### src/hw/rtl/ccrs_pkg.sv
// shared types and constants for the color class run segmenter
// no dependencies
`timescale 1ns / 1ps

package ccrs_pkg;

  localparam int TABLE_AW    = 18;
  localparam int COL_W       = 10;
  localparam int QUEUE_DEPTH = 8;
  localparam int QPTR_W      = $clog2(QUEUE_DEPTH);
  localparam int CREDIT_W    = $clog2(QUEUE_DEPTH + 1);

  localparam logic CFG_LIMIT = 1'b0;
  localparam logic CFG_MASK  = 1'b1;

  localparam logic KIND_TABLE = 1'b0;
  localparam logic KIND_PIXEL = 1'b1;

  typedef struct packed {
    logic [7:0] cls;
    logic       frame_start;
  } class_word_t;

  typedef struct packed {
    logic [7:0]       pixel_class;
    logic             seg_valid;
    logic [COL_W-1:0] seg_row;
    logic [COL_W-1:0] seg_first;
    logic [COL_W-1:0] seg_last_col;
    logic [7:0]       seg_class;
    logic             last;
  } result_t;

  typedef struct packed {
    logic [7:0] usable_class_limit;
    logic [7:0] class_mask;
  } cfg_t;

endpackage

### src/hw/rtl/ccrs_back.sv
// back end: run tracking along rows, segment filter and output registers
// depends on ccrs_pkg
`timescale 1ns / 1ps

module ccrs_back #(
  parameter int IMAGE_WIDTH  = 208,
  parameter int IMAGE_HEIGHT = 160
) (
  input  logic                  clk,
  input  logic                  rst,
  input  ccrs_pkg::cfg_t        cfg,
  input  logic                  q_valid,
  input  ccrs_pkg::class_word_t q_word,
  output logic                  pop,
  output logic                  out_valid,
  input  logic                  out_ready,
  output ccrs_pkg::result_t     out_res
);

  localparam int CW = ccrs_pkg::COL_W;
  localparam logic [CW-1:0] WLAST = CW'(IMAGE_WIDTH - 1);
  localparam logic [CW:0]   HEIGHT = (CW + 1)'(IMAGE_HEIGHT);

  logic [7:0]    prev_class;
  logic [CW-1:0] run_begin, column, row;
  logic          pend_valid;
  ccrs_pkg::result_t pend_res;

  logic          load;
  logic [CW-1:0] col_eff, row_eff;
  logic [CW:0]   row_inc;
  logic          row_end, changed, has_a, has_b, keep_a, keep_b, two;
  logic [7:0]    cls;
  ccrs_pkg::result_t res_a, res_b, res_none, first_res;

  assign load = !out_valid || out_ready;
  assign pop  = load && !pend_valid && q_valid;

  assign cls     = q_word.cls;
  assign col_eff = q_word.frame_start ? '0 : column;
  assign row_eff = q_word.frame_start ? '0 : row;
  assign row_inc = {1'b0, row_eff} + 1'b1;
  assign row_end = col_eff >= WLAST;
  assign changed = cls != prev_class;
  assign has_a   = (col_eff != '0) && (row_end || changed);
  assign has_b   = (col_eff != '0) && row_end && changed;
  assign keep_a  = has_a && ((prev_class & cfg.class_mask) < cfg.usable_class_limit);
  assign keep_b  = has_b && ((cls & cfg.class_mask) < cfg.usable_class_limit);
  assign two     = keep_a && keep_b;

  always_comb begin
    res_a.pixel_class  = cls;
    res_a.seg_valid    = 1'b1;
    res_a.seg_row      = row_eff;
    res_a.seg_first    = run_begin;
    res_a.seg_last_col = row_end ? (changed ? WLAST - 1'b1 : WLAST) : col_eff - 1'b1;
    res_a.seg_class    = prev_class;
    res_a.last         = !two;

    res_b.pixel_class  = cls;
    res_b.seg_valid    = 1'b1;
    res_b.seg_row      = row_eff;
    res_b.seg_first    = WLAST;
    res_b.seg_last_col = WLAST;
    res_b.seg_class    = cls;
    res_b.last         = 1'b1;

    res_none              = '0;
    res_none.pixel_class  = cls;
    res_none.last         = 1'b1;

    if (keep_a) begin
      first_res = res_a;
    end else if (keep_b) begin
      first_res = res_b;
    end else begin
      first_res = res_none;
    end
  end

  always_ff @(posedge clk) begin
    if (rst) begin
      out_valid  <= 1'b0;
      pend_valid <= 1'b0;
      prev_class <= '0;
      run_begin  <= '0;
      column     <= '0;
      row        <= '0;
    end else if (load) begin
      if (pend_valid) begin
        out_valid  <= 1'b1;
        pend_valid <= 1'b0;
      end else if (q_valid) begin
        out_valid  <= 1'b1;
        pend_valid <= two;
        prev_class <= cls;
        if (row_end) begin
          column    <= '0;
          run_begin <= '0;
          row       <= (row_inc >= HEIGHT) ? '0 : row_inc[CW-1:0];
        end else begin
          column <= col_eff + 1'b1;
          row    <= row_eff;
          if (col_eff == '0) begin
            run_begin <= '0;
          end else if (changed) begin
            run_begin <= col_eff;
          end
        end
      end else begin
        out_valid <= 1'b0;
      end
    end
  end

  always_ff @(posedge clk) begin
    if (load) begin
      if (pend_valid) begin
        out_res <= pend_res;
      end else if (q_valid) begin
        out_res  <= first_res;
        pend_res <= res_b;
      end
    end
  end

endmodule

### config.mk
export PLATFORM = sky130hd
export DESIGN_NAME = ccrs_back
export DESIGN_NICKNAME = d
export VERILOG_FILES = /design/src/hw/rtl/ccrs_pkg.sv /design/src/hw/rtl/ccrs_back.sv
export SDC_FILE = /design/constraint.sdc
export NUM_CORES = 1
export LEC_CHECK = 0
export BUFFER_PORTS_ARGS = -buffer_cell sky130_fd_sc_hd__buf_2
export CORE_ASPECT_RATIO = 1.1
export CORE_MARGIN = 8
export CORE_UTILIZATION = 25
export DETAILED_ROUTE_END_ITERATION = 10
export HOLD_SLACK_MARGIN = 0.1
export PLACE_DENSITY = 0.44
export SLEW_MARGIN = 20
export SYNTH_ARGS = -nofsm -noshare
export SYNTH_HDL_FRONTEND = slang
export SYNTH_SLANG_ARGS = --single-unit
### constraint.sdc
create_clock -name clk -period 5.1 [get_ports clk]
set_clock_uncertainty 0.15 [all_clocks]
set_input_delay 1.02 -clock clk [delete_from_list [all_inputs] [get_ports clk]]
set_output_delay 1.02 -clock clk [all_outputs]
set_load 0.005 [all_outputs]
==> flow_summary_export.csv <==
group,metric,value,unit
worst_setup_path,worstPathRequired,5.06,ns
clock_network,cts.path.max_buffers,2,
grt,grt_antenna_before_repair,0,
pwr,switching_share,0.252,
route,vias,4043,
clock_network,postCtsSetupRepairBufs,0,
pwr,power_leakage,2.54,nW
layout,layout.nets,610,
floorplan,placementRows,56,
clock_network,postCtsHoldBufs,0,
job,maxCapViolCount,0,
timing,fin_crit,3.81,ns
pwr,switching_power,0.453,mW
synth,synth-seq-cells,106,
timing,finalSetupViolCount,0,
timing,fmax,262,MHz
pwr,powerDensity,287,nW/um^2
layout,syn2layout_area_growth,17.8,%
worst_setup_path,cp-end-kind,"flop",
route,drtIter0Drc,288,
synth,ys_seq_area_frac,0.521,
route,drt_pass1_iterations,5,
pwr,p_total,1.80,mW
worst_setup_path,ff2ff_setup_slack,1.68,ns
timing,final_hold_viol_count,0,
route,viasPerCell,4.71,
clock_network,insertion_delay,0.35,ns
clock_network,cts_tree,"done",
route,wire_per_inst,16.8,um
pwr,power.clock.fraction,0.372,
floorplan,dieArea,26300,um^2
layout,drive_gt1_frac,0.241,
worst_setup_path,crit_slowest_cell,"or2_1",
floorplan,core,21200,um^2
clock_network,cts.sinks,106,
timing,whs,0.324,ns
worst_setup_path,critPathKind,"input pin to flop",
timing,slew_headroom,0.345,
timing,worst_slew_pin_slew,0.980,ns
floorplan,die_x,155,um
grt,grt_usage,0.113,
worst_setup_path,timing.rr.start,"prev_class[5]",
clock_network,clk_pin_slew,0.08,ns
synth,synth_cell_types,73,
synth,syn_inst,496,
layout,final_util,0.297,
grt,grt_pass1_wl,22800,um
worst_setup_path,path_max_fanout,25,
synth,syn_area,5340,um^2
grt,grt_remaining_overflow,0,
route,drc,0,
pwr,pwr-share-seq,0.534,
pwr,pwr-share-comb,0.094,
worst_setup_path,r2r_cells,8,
worst_setup_path,start_kind,"input pin",
min_path,whs_endpoint,"run_begin[8]",
clock_network,numCtsBuffers,9,
min_path,min_delay_path_depth,1,
layout,antennaDiodeCount,0,
floorplan,io-pin-count,79,
synth,avgSynthCellArea,10.8,um^2
clock_network,cts-resized-gates,0,
placement,routabilityCongestion,0.813,
clock_network,cts_root_buf,"clkbuf_16",
min_path,min_from,"run_begin[8]",
grt,grt_start_max_net_pins,48,
timing,rsz0062_at_grt,"false",
clock_network,cts_max_level,3,
floorplan,die_h,169,um
pwr,ir_worst_vdd,145,uV
worst_setup_path,worst_path_largest_cell_delay,0.47,ns
min_path,hp-class,"flop to flop",
placement,portBuffers,78,
route,wl,14400,um
synth,ys.flop_type,"edfxtp_1",
synth,synth_edf_count,66,
outcome,run_status,"finished, final reports clean",
worst_setup_path,arrival,3.77,ns
timing,tns,0,ns
grt,grt_pass1_vias,4145,
worst_setup_path,reg2reg_to,"out_res[36]",
route,ant_nets,0,
timing,slew_violations,0,
pwr,p_int,1.35,mW
timing,fin_crit_sh,0.747,
placement,dp.final_hpwl,10300,um
synth,synth.net_count,542,
synth,async_reset_ff_frac,0,
worst_setup_path,crit_chain,"buf_2, nor2b_1, ha_1, a311o_1, a21oi_4, a211oi_4, or2_1, a32o_1",
synth,ys.warnings.count,0,
floorplan,initial_core_util,0.252,
per-layer routing:
layer  vias to the layer above  part of all wire  global-route usage
li1                       1963                 -                   -
met1                      1969              0.44               0.133
met2                        91              0.50               0.197
met3                        20             0.042              0.0209
met4                         0             0.021              0.0477
met5                         -                 0                   0
sequential cells by signal, indices dropped and copies added, names as in the netlist:
signal,flops
row,10
pend_res,18
out_valid,1
prev_class,8
run_begin,10
out_res,48
column,10
pend_valid,1
stage by stage:
step	cells	instance area, um^2	setup slack (ns)
after floorplan	496	5340	1.40
after global placement	843	6010	0.995
after detailed placement	843	6010	0.883
after CTS	859	6290	1.27
after global routing	859	6290	1.08
final	859	6290	1.29
synthesized netlist by cell type (all sizes together) (3+ instances only):
library cell | n | share of area
edfxtp | 66 | 0.37
nor3b | 5 | 0.0080
nand3 | 15 | 0.014
xnor2 | 12 | 0.020
o211ai | 5 | 0.0070
a21oi | 30 | 0.030
a22oi | 8 | 0.011
o21ai | 18 | 0.017
nor2 | 28 | 0.020
inv | 18 | 0.013
nor3 | 10 | 0.012
nand2 | 48 | 0.036
clkbuf | 17 | 0.012
a32oi | 3 | 0.0049
o31ai | 3 | 0.0042
a22o | 10 | 0.016
a31oi | 3 | 0.0035
and2 | 20 | 0.023
buf | 11 | 0.014
nor2b | 14 | 0.016
a21o | 23 | 0.034
ha | 17 | 0.040
and3 | 12 | 0.014
a32o | 4 | 0.0075
nand4 | 6 | 0.0070
or3 | 4 | 0.0052
mux2 | 9 | 0.019
or2 | 3 | 0.0035
a211oi | 5 | 0.011
dfxtp | 40 | 0.15
how the worst max path moves through the flow:
stage | start | to | slack [ns] | cells after the start
after global placement | cfg[5] | out_res[32] | 1.0 | 9
after detailed placement | q_word[0] | out_res[32] | 0.88 | 8
final | q_word[0] | out_res[36] | 1.29 | 8
after global routing | q_word[0] | out_res[36] | 1.08 | 8
after floorplan | q_valid | out_res[0] | 1.40 | 2
after CTS | q_word[0] | out_res[36] | 1.27 | 8
power by group through the flow:
| stage | Sequential (mW) | Clock (mW) | Combinational [mW] |
|---|---|---|---|
| final | 0.962 | 0.671 | 0.169 |
| after global routing | 0.967 | 0.721 | 0.189 |
| after CTS | 0.964 | 0.691 | 0.174 |
| after detailed placement | 0.983 | 0 | 0.173 |
| after global placement | 0.983 | 0 | 0.171 |
| after floorplan | 0.982 | 0 | 0.0957 |
cells by family (layout without fill, tap and decap cells):
group                      after synthesis  count (layout)  synth area share
adders and majority gates               17              17            0.0399
muxes                                   10              10            0.0209
DFF                                    106             106             0.521
and+or+nand+nor                        177             177             0.182
other                                    1               1          0.000703
AOI/OAI and AO/OA                      127             127             0.177
xor gates and xnor gates                12              12            0.0197
buffers and inverters                   46             119            0.0392
area by class of cell:
type | instances | area (um^2)
clock inverter | 6 | 51.3
tap | 290 | 363
sequential | 106 | 2780
multi-input combinational | 344 | 2350
inverter | 18 | 67.6
timing repair buffer | 85 | 443
fill | 2262 | 14900
clock buffer | 10 | 229
layout by cell type, fill, tap and decap left out, types with 17 or more instances in the layout:
master and count:
a21oi_1 29, edfxtp_1 66, o21ai_0 17, nor2_1 26, dfxtp_1 40, a21o_1 17
inv_1 18, buf_2 78, nand2_1 46, ha_1 17, and2_1 20
worst max-delay path: cells and delay by family:
family / cells / cell delay [ns]
adder cells (fa/ha/maj): 1 / 0.29
AO/OA/AOI/OAI: 4 / 1.40
AND/OR/NAND/NOR: 2 / 0.64
buffers and inverters: 1 / 0.40
Note: power is estimated with default switching activity, not from simulation.
