[config.mk]
export PLATFORM = sky130hd
export DESIGN_NAME = ccrs_queue
export DESIGN_NICKNAME = d
export VERILOG_FILES = /design/src/hw/rtl/ccrs_pkg.sv /design/src/hw/rtl/ccrs_queue.sv
export SDC_FILE = /design/constraint.sdc
export NUM_CORES = 1
export LEC_CHECK = 0
export BUFFER_PORTS_ARGS = -buffer_cell sky130_fd_sc_hd__buf_2
export CAP_MARGIN = 20
export CORE_MARGIN = 2
export CORE_UTILIZATION = 50
export DETAILED_ROUTE_END_ITERATION = 16
export PLACE_DENSITY = 0.74
export SYNTH_ARGS = -nofsm -noshare
export SYNTH_HDL_FRONTEND = slang
export SYNTH_SLANG_ARGS = --single-unit
[constraint.sdc]
create_clock -name clk -period 1.73 [get_ports clk]
set_clock_uncertainty 0.1 [all_clocks]
set_input_delay 0.2595 -clock clk [delete_from_list [all_inputs] [get_ports clk]]
set_output_delay 0.2595 -clock clk [all_outputs]
set_load 0.05 [all_outputs]
[src/hw/rtl/ccrs_pkg.sv]
// shared types and constants for the color class run segmenter
// no dependencies
`timescale 1ns / 1ps

package ccrs_pkg;

  localparam int TABLE_AW    = 18;
  localparam int COL_W       = 10;
  localparam int QUEUE_DEPTH = 8;
  localparam int QPTR_W      = $clog2(QUEUE_DEPTH);
  localparam int CREDIT_W    = $clog2(QUEUE_DEPTH + 1);

  localparam logic CFG_LIMIT = 1'b0;
  localparam logic CFG_MASK  = 1'b1;

  localparam logic KIND_TABLE = 1'b0;
  localparam logic KIND_PIXEL = 1'b1;

  typedef struct packed {
    logic [7:0] cls;
    logic       frame_start;
  } class_word_t;

  typedef struct packed {
    logic [7:0]       pixel_class;
    logic             seg_valid;
    logic [COL_W-1:0] seg_row;
    logic [COL_W-1:0] seg_first;
    logic [COL_W-1:0] seg_last_col;
    logic [7:0]       seg_class;
    logic             last;
  } result_t;

  typedef struct packed {
    logic [7:0] usable_class_limit;
    logic [7:0] class_mask;
  } cfg_t;

endpackage

[src/hw/rtl/ccrs_queue.sv]
// short fifo of classified pixel words between front and back
// depends on ccrs_pkg
`timescale 1ns / 1ps

module ccrs_queue (
  input  logic                  clk,
  input  logic                  rst,
  input  logic                  push,
  input  ccrs_pkg::class_word_t push_word,
  input  logic                  pop,
  output logic                  q_valid,
  output ccrs_pkg::class_word_t q_word
);

  localparam int PW = ccrs_pkg::QPTR_W;

  ccrs_pkg::class_word_t entries [ccrs_pkg::QUEUE_DEPTH];
  logic [PW-1:0]                 wr_ptr, rd_ptr;
  logic [ccrs_pkg::CREDIT_W-1:0] count;

  always_ff @(posedge clk) begin
    if (rst) begin
      wr_ptr <= '0;
      rd_ptr <= '0;
      count  <= '0;
    end else begin
      if (push) begin
        wr_ptr <= (wr_ptr == PW'(ccrs_pkg::QUEUE_DEPTH - 1)) ? '0 : wr_ptr + 1'b1;
      end
      if (pop) begin
        rd_ptr <= (rd_ptr == PW'(ccrs_pkg::QUEUE_DEPTH - 1)) ? '0 : rd_ptr + 1'b1;
      end
      count <= count + ccrs_pkg::CREDIT_W'(push) - ccrs_pkg::CREDIT_W'(pop);
    end
  end

  always_ff @(posedge clk) begin
    if (push) begin
      entries[wr_ptr] <= push_word;
    end
  end

  assign q_valid = count != '0;
  assign q_word  = entries[rd_ptr];

endmodule

==> results of run 1 <==
worst max-delay path by stage:
stage	start	cells past startpoint	endpoint
finish	register	4	q_word[7]
global route	register	4	q_word[2]
floorplan	register	4	q_word[7]
detailed placement	register	4	q_word[5]
global placement	register	4	q_word[5]
CTS	register	4	q_word[0]
layer usage:
layer  GRT usage, %  wire length [um]  up-vias
met5              0                 0        -
met3           3.52               340       11
met1           21.0              2290      816
met2           26.6              2860       54
met4           9.80               146        0
li1               -                 -      766
timing repair:
action / in CTS / in global routing
gates resized for setup: 23 / 10
pin swaps: 0 / 1
cloned: 0 / 1
setup endpoints to repair: 9 / 10
cell usage after synthesis (all sizes together):
cell and count:
nand3 2, nand3b 2, nor3b 1, mux4 18
buf 4, xnor2 1, o21ai 1, nor2 11
nor2b 3, clkbuf 2, dfxtp 13, mux2i 2
nor3 2, edfxtp 72, nand2b 6, a31o 1
fa 1, nand2 3, inv 7, ha 9
a21oi 5, mux2 9
metrics by stage:
stage | util, % | instance area, um^2 | power [W]
after global routing | 59.0 | 3970 | 0.00432
after detailed placement | 55.5 | 3730 | 0.00298
after global placement | 55.5 | 3730 | 0.00296
final | 59.0 | 3970 | 0.00414
after CTS | 58.7 | 3940 | 0.00416
after floorplan | - | 3420 | 0.00283
registers in the layout, summed over array words and instances, names as in the netlist, named ones only:
signal / count
entries: 72
count: 4
wr_ptr: 3
rd_ptr: 3
placed cells by master (no fill, tap or decap), types with 3 or more instances in the layout:
master and count:
clkbuf_8 9, buf_6 8, nor2_1 11, buf_8 3, a21oi_1 5, nand2b_1 6
mux4_2 18, edfxtp_1 72, buf_4 10, nand2_1 3, ha_1 9, buf_2 13
inv_1 7, mux2_4 9, dfxtp_1 12, clkinv_2 3, nor2b_1 3, buf_12 3
cells by family after synthesis:
logic type               count (synthesis)
flip-flops                              85
multiplexers                            29
AO/OA/AOI/OAI                            7
adder cells (fa/ha/maj)                 10
XOR/XNOR                                 1
buffers and inverters                   13
AND/OR/NAND/NOR                         30
power breakdown:
group	leakage, nW	switching, W	internal [W]
logic	0.551	0.000362	0.000300
registers	0.762	0.0000307	0.00229
clock network	0.0809	0.000649	0.000504
total	1.39	0.00104	0.00310
final cells by class:
type | count | share of cell area, %
Sequential cell | 85 | 61.2
Multi-Input combinational cell | 77 | 22.6
Timing Repair Buffer | 38 | 9.09
Clock buffer | 10 | 3.22
Tap cell | 80 | 2.52
Clock inverter | 6 | 0.757
Inverter | 7 | 0.663
==> results.json, run 1 <==
{
  "cts_root_buffer": "clkbuf_8",
  "worstHoldPathType": "in2reg",
  "yosysSeqAreaShare_pct": 70.8,
  "cp.required_ns": 1.37,
  "min_to": "entries[5][3]",
  "cts_tree": "built",
  "die_height_um": 86.7,
  "reg2reg_to": "count[1]",
  "cp-start-kind": "register",
  "yosysUniqueCellTypes": 25,
  "grt_antenna_before_repair": 0,
  "fp.dieW_um": 86.7,
  "synth_cells": 175,
  "critical-path-max-stage-delay_ns": 0.48,
  "fin_ws_ns": -0.475,
  "synth_mux_area_share_pct": 17.4,
  "worst_pin_slew_ns": 0.249,
  "slowest_stage": "mux4_2",
  "p_leak_nw": 1.39,
  "r2r-start": "count[0]",
  "grt_max_degree": 19,
  "synth.cell_area_um2": 3420,
  "worstPathArrival_ns": 1.85,
  "htreeDepth": 3,
  "regArea_um2": 2430,
  "synth-seq-cells": 85,
  "dpl.cell_count": 286,
  "start_util_pct": 50.9,
  "area_growth_syn_to_layout_pct": 15.9,
  "drive_gt1_share_pct": 36.3,
  "dr.first_iter.drc_count": 92,
  "synth_top_area_share_pct": 63.2,
  "synth_top_family_by_area": "multiplexers",
  "vias": 1647,
  "violations": "setup timing",
  "num-fill-cells": 502,
  "track_usage_pct": 16.6,
  "numClockSinks": 85,
  "crit_type": "reg2out",
  "nets": 241,
  "yosys.area_share.simple_pct": 4.42,
  "wl_per_cell_um": 18.6,
  "rows": 30,
  "syn_avg_cell_area_um2": 19.6,
  "final_max_slew_viol_count": 0,
  "crit_path_end_kind": "primary output",
  "grt_pass1_wl_mm": 8.70,
  "run_status": "complete, but fails checks",
  "clock_latency_ns": 0.36,
  "fin_tns_setup_ns": -4.20,
  "numCtsBuffers": 9,
  "relSlewSlack_pct": 83.5,
  "drc_errors": 0,
  "synth_warnings": 0,
  "worstHoldPathCells": 1,
  "finalHoldViolCount": 0,
  "synth_xor_area_share_pct": 0.256,
  "routed_wl_mm": 5.63,
  "hp-start": "push_word[3]",
  "rsz0062_at_grt": "true",
  "ctsHoldBuffers": 0,
  "clkTransAtPathRegs_ns": 0.08,
  "critPathMaxFanout": 5,
  "setup_violations": 9,
  "overflow": 0,
  "synth_compound_area_share_pct": 1.13,
  "firstDrtPassIters": 4,
  "irDropWorstVdd_uv": 575,
  "final_cells": 303,
  "portBuffers": 22,
  "post_cts_buffers": 0,
  "fin_crit_sh_pct": 127,
  "diodes": 0,
  "pin_count": 23,
  "fp.dieArea_um2": 7520,
  "reg2reg_slack_ns": 0.11,
  "whs_ns": 0.0660,
  "synthesis.nets": 198,
  "pre_cts_slack_ns": -0.220,
  "synth_top_cell_by_area": "edfxtp_1",
  "synthAdderAreaFrac_pct": 3.88,
  "crit_chain": "clkbuf_16, mux4_2, mux2_4, buf_6",
  "ys_top_cells_by_area": "edfxtp_1, mux4_1, dfxtp_1",
  "period_needed_ns": 2.20,
  "fmax_mhz": 454,
  "cpLargestDelayFamily": "multiplexers",
  "grt_pass1_vias": 1653,
  "hpwlAfterDp_mm": 3.45,
  "rr_worst_depth": 6,
  "maxCapViolCount": 0,
  "finalWeightedCongestion": 0.702,
  "cp_num_buf_inv": 2,
  "multiInputGateArea_um2": 895,
  "cts.path.max_buffers": 2,
  "vias_per_cell": 5.44,
  "core-area_um2": 6720,
  "ant_nets": 0,
  "p_per_area_nw_per_um2": 1040
}
(Power assumes the default switching activity.)
==> inputs of run 2 (changes only) <==
==> constraint.sdc (replaced) <==
create_clock -name clk -period 1.81 [get_ports clk]
set_clock_uncertainty 0.1 [all_clocks]
set_input_delay 0.2715 -clock clk [delete_from_list [all_inputs] [get_ports clk]]
set_output_delay 0.2715 -clock clk [all_outputs]
set_load 0.05 [all_outputs]
==> results.json, run 2 (same netlist as run 1, synthesis figures left out) <==
{
  "fin_crit_sh_pct": 122,
  "fp.dieW_um": 86.7,
  "whs_ns": 0.0956,
  "hpwlAfterDp_mm": 3.66,
  "rows": 30,
  "maxCapViolCount": 0,
  "top_regs": "entries (72), count (4)",
  "relSlewSlack_pct": 80.2,
  "irDropWorstVdd_uv": 727,
  "worstPathArrival_ns": 1.84,
  "overflow": 0,
  "final_common_cell": "edfxtp_1",
  "start_util_pct": 50.9,
  "routed_wl_mm": 5.89,
  "p_clk_share_pct": 35.5,
  "worstHoldPathCells": 1,
  "rsz0062_at_grt": "true",
  "crit_path_end_kind": "primary output",
  "period_needed_ns": 2.21,
  "p_sw_share_pct": 22.8,
  "nets": 241,
  "diodes": 0,
  "grt_max_degree": 19,
  "reg2reg_to": "count[2]",
  "grt_antenna_before_repair": 0,
  "cts.path.max_buffers": 2,
  "worstHoldPathType": "in2reg",
  "final_cell_mix": "edfxtp_1, mux4_2, buf_2, dfxtp_1, buf_4",
  "hp-start": "push_word[7]",
  "largest_register_ffs": 72,
  "crit_type": "reg2out",
  "cts_root_buffer": "clkbuf_8",
  "numClockSinks": 85,
  "regMostFlops": "entries",
  "numCtsBuffers": 9,
  "finalWeightedCongestion": 0.679,
  "wl_per_cell_um": 19.4,
  "drc_errors": 0,
  "min_to": "entries[1][7]",
  "p_per_area_nw_per_um2": 1100,
  "ant_nets": 0,
  "clkTransAtPathRegs_ns": 0.08,
  "final_max_slew_viol_count": 0,
  "drive_gt1_share_pct": 36.3,
  "htreeDepth": 3,
  "clock_latency_ns": 0.35,
  "cp.required_ns": 1.44,
  "grt_pass1_wl_mm": 9.37,
  "dr.first_iter.drc_count": 135,
  "fmax_mhz": 452,
  "vias": 1666,
  "p_switching_w": 0.00102,
  "critPathMaxFanout": 7,
  "area_growth_syn_to_layout_pct": 18.4,
  "cp-start-kind": "register",
  "fp.dieArea_um2": 7520,
  "rr_worst_depth": 7,
  "p_leak_nw": 1.44,
  "violations": "setup timing",
  "cts_tree": "built",
  "grt_pass1_vias": 1680,
  "portBuffers": 22,
  "finalHoldViolCount": 0,
  "pin_count": 23,
  "run_status": "complete, but fails checks",
  "setup_violations": 9,
  "firstDrtPassIters": 4,
  "power_frac_comb_pct": 14.8,
  "vias_per_cell": 5.50,
  "reg2reg_slack_ns": 0.15,
  "p_int_w": 0.00344,
  "track_usage_pct": 17.7,
  "dpl.cell_count": 286,
  "r2r-start": "count[0]",
  "core-area_um2": 6720,
  "die_height_um": 86.7,
  "seqPwrFrac_pct": 49.7,
  "fin_ws_ns": -0.404,
  "final_cells": 303,
  "worst_pin_slew_ns": 0.294
}
[run 2: cell count changes in the layout (fill, tap and decap cells not counted), moves of 2 or more]
cell,delta
clkinv_1,-2
buf_6,-6
buf_8,+5
buf_4,+2
clkinv_2,-2
bufinv_16,+3
[run 2: what timing repair did]
action / 4_1_cts / 5_1_grt
endpoints found under the setup margin: 9 / 9
cloned: 1 / 0
resized for setup: 47 / 0
hold endpoints to repair: 0 / 0
hold buffers: 0 / 0
setup buffers: 0 / 0
[run 2: area by class of cell]
class / instances / area, um^2
clock buffers: 12 / 145
repair buffers: 38 / 365
inverters: 7 / 26.3
multi-input cells: 77 / 892
clock inverters: 4 / 95.1
well taps: 80 / 100
fillers: 465 / 2670
flip-flops and latches: 85 / 2430
[run 2: worst max-delay path by stage]
stage / end / slack, ns
6_report: q_word[1] / -0.40
3_3_place_gp: q_word[0] / -0.13
2_1_floorplan: q_word[0] / -0.02
3_5_place_dp: q_word[1] / -0.17
5_1_grt: q_word[4] / -0.48
4_1_cts: q_word[1] / -0.43
[run 2: power by group through the flow]
| stage | logic (W) | clock network, W | registers (W) |
|---|---|---|---|
| 2_1_floorplan | 0.000444 | 0 | 0.00225 |
| 3_3_place_gp | 0.000564 | 0 | 0.00226 |
| 3_5_place_dp | 0.000594 | 0 | 0.00226 |
| 4_1_cts | 0.000673 | 0.00160 | 0.00222 |
| 5_1_grt | 0.000723 | 0.00169 | 0.00222 |
| 6_report | 0.000661 | 0.00158 | 0.00222 |
[run 2: worst max-delay path, cell delays in order, from the launching register on]
cell and delay, ns:
dfxtp_4 0.40, buf_12 0.15, mux4_2 0.50, mux2_4 0.29, buf_8 0.15
[run 2: per-layer routing]
metal	wire length (um)	vias to the layer above	track usage (%)
met5	0	-	0
met3	320	6	5.90
met1	2620	847	24.2
li1	-	770	-
met4	76	0	5.82
met2	2880	43	27.1
[run 2: metrics by stage]
step / setup TNS, ns / instance area [um^2] / total power [W] / setup slack (ns) / util [%]
4_1_cts: -3.75 / 4050 / 0.00449 / -0.434 / 60.3
3_5_place_dp: -1.33 / 3750 / 0.00285 / -0.167 / 55.8
5_1_grt: -4.15 / 4050 / 0.00463 / -0.477 / 60.3
3_3_place_gp: -1.09 / 3750 / 0.00282 / -0.130 / 55.8
6_report: -3.49 / 4050 / 0.00446 / -0.404 / 60.3
2_1_floorplan: -0.152 / 3450 / 0.00270 / -0.0169 / -
==> inputs of run 3 (changes only) <==
--- a/config.mk
+++ b/config.mk
@@ -5,12 +5,14 @@
 export SDC_FILE = /design/constraint.sdc
 export NUM_CORES = 1
 export LEC_CHECK = 0
+export ABC_AREA = 0
 export BUFFER_PORTS_ARGS = -buffer_cell sky130_fd_sc_hd__buf_2
 export CAP_MARGIN = 20
 export CORE_MARGIN = 2
 export CORE_UTILIZATION = 50
 export DETAILED_ROUTE_END_ITERATION = 16
 export PLACE_DENSITY = 0.74
+export RECOVER_POWER = 25
 export SYNTH_ARGS = -nofsm -noshare
 export SYNTH_HDL_FRONTEND = slang
 export SYNTH_SLANG_ARGS = --single-unit
==> results.json, run 3 (same netlist as run 1, synthesis figures left out) <==
{
  "fin_crit_sh_pct": 122,
  "post_cts_buffers": 0,
  "crit_path_end_kind": "primary output",
  "drive_gt1_share_pct": 33.6,
  "largest_register_ffs": 72,
  "clock_latency_ns": 0.35,
  "routed_wl_mm": 5.91,
  "numCtsBuffers": 9,
  "hpwlAfterDp_mm": 3.66,
  "htreeDepth": 3,
  "regMostFlops": "entries",
  "grt_antenna_before_repair": 0,
  "p_int_w": 0.00344,
  "p_sw_share_pct": 22.8,
  "numClockSinks": 85,
  "run_status": "complete, but fails checks",
  "vias_per_cell": 5.50,
  "finalHoldViolCount": 0,
  "irDropWorstVdd_uv": 727,
  "worst_pin_slew_ns": 0.294,
  "violations": "setup timing",
  "fp.dieW_um": 86.7,
  "top_regs": "entries (72), count (4)",
  "cp-start-kind": "register",
  "overflow": 0,
  "final_common_cell": "edfxtp_1",
  "worstHoldPathCells": 1,
  "vias": 1665,
  "crit_cells": 4,
  "crit_type": "reg2out",
  "ctsHoldBuffers": 0,
  "cp_num_buf_inv": 2,
  "grt_pass1_wl_mm": 9.37,
  "setup_violations": 9,
  "cts_root_buffer": "clkbuf_8",
  "cpLargestDelayFamily": "multiplexers",
  "num-fill-cells": 468,
  "worstPathArrival_ns": 1.84,
  "fmax_mhz": 452,
  "cp.required_ns": 1.44,
  "crit_chain": "buf_12, mux4_2, mux2_4, buf_8",
  "fin_ws_ns": -0.403,
  "track_usage_pct": 17.7,
  "worstHoldPathType": "in2reg",
  "slowest_stage": "mux4_2",
  "relSlewSlack_pct": 80.2,
  "fp.dieArea_um2": 7520,
  "grt_pass1_vias": 1680,
  "drc_errors": 0,
  "die_height_um": 86.7,
  "critical-path-max-stage-delay_ns": 0.50,
  "diodes": 0,
  "clkTransAtPathRegs_ns": 0.08,
  "area_growth_syn_to_layout_pct": 18.1,
  "p_per_area_nw_per_um2": 1100,
  "p_clk_share_pct": 35.5,
  "p_switching_w": 0.00102,
  "final_cell_mix": "edfxtp_1, mux4_2, dfxtp_1, buf_4, nor2_1",
  "firstDrtPassIters": 4,
  "core-area_um2": 6720,
  "rr_worst_depth": 7,
  "nets": 241,
  "start_util_pct": 50.9,
  "ant_nets": 0,
  "grt_max_degree": 19,
  "cts_tree": "built",
  "p_leak_nw": 1.42,
  "fin_tns_setup_ns": -3.49,
  "seqPwrFrac_pct": 49.7,
  "rsz0062_at_grt": "true",
  "wl_per_cell_um": 19.5,
  "cts.path.max_buffers": 2,
  "dr.first_iter.drc_count": 143,
  "critPathMaxFanout": 7,
  "whs_ns": 0.104,
  "rows": 30,
  "power_frac_comb_pct": 14.8,
  "maxCapViolCount": 0,
  "period_needed_ns": 2.21,
  "finalWeightedCongestion": 0.679,
  "pin_count": 23,
  "final_max_slew_viol_count": 0,
  "portBuffers": 22
}
## run 3: cell count changes in the layout (fill, tap and decap cells not counted)
cell	previous run	this run
buf_2	13	7
clkbuf_1	2	8
## run 3: final cells by class
type / instances / area, um^2 / share of cell area [%]
clock buffers: 12 / 145 / 3.59
clock inverters: 4 / 95.1 / 2.35
inverters: 7 / 26.3 / 0.650
multi-input cells: 77 / 892 / 22.1
flip-flops and latches: 85 / 2430 / 60.0
well taps: 80 / 100 / 2.48
repair buffers: 38 / 358 / 8.85
## run 3: final timing paths
kind                 from       endpoint  slack, ns
max              register      q_word[1]      -0.40
min          push_word[8]  entries[3][8]       0.10
max reg2reg      count[0]       count[2]       0.15
min reg2reg     rd_ptr[1]       register       0.44
## run 3: power by group through the flow
stage / clock network, W / logic (W) / registers, W
after floorplan: 0 / 0.000444 / 0.00225
after global placement: 0 / 0.000564 / 0.00226
after detailed placement: 0 / 0.000594 / 0.00226
after CTS: 0.00160 / 0.000673 / 0.00222
after global routing: 0.00169 / 0.000721 / 0.00222
final: 0.00158 / 0.000659 / 0.00222
## run 3: routing by layer
metal / wire length, um / vias up / share of wire, % / track usage [%]
met2: 2880 / 43 / 49 / 27.1
met1: 2630 / 847 / 44 / 24.2
li1: - / 769 / - / -
met5: 0 / - / 0 / 0
met3: 322 / 6 / 5.4 / 5.90
met4: 76 / 0 / 1.3 / 5.82
## run 3: metrics by stage
| step | cells | setup WS (ns) | util, % | area, um^2 | power (W) |
|---|---|---|---|---|---|
| after floorplan | 175 | -0.0169 | - | 3450 | 0.00270 |
| after global placement | 286 | -0.130 | 55.8 | 3750 | 0.00282 |
| after detailed placement | 286 | -0.167 | 55.8 | 3750 | 0.00285 |
| after CTS | 303 | -0.434 | 60.3 | 4050 | 0.00449 |
| after global routing | 303 | -0.477 | 60.2 | 4040 | 0.00463 |
| final | 303 | -0.403 | 60.2 | 4040 | 0.00446 |
## run 3: repair_timing
action / in CTS / in global routing
gates cloned: 1 / 0
pin swaps: 0 / 0
setup endpoints to repair: 9 / 9
gates resized for setup: 47 / 0
hold endpoints to repair: 0 / 0
## run 3: worst reg2reg max path, stage by stage (launching register included)
cell and delay (ns):
dfxtp_1 0.31, inv_1 0.05, ha_1 0.26, inv_1 0.04
ha_1 0.21, fa_1 0.39, xnor2_1 0.15, nor2_1 0.05
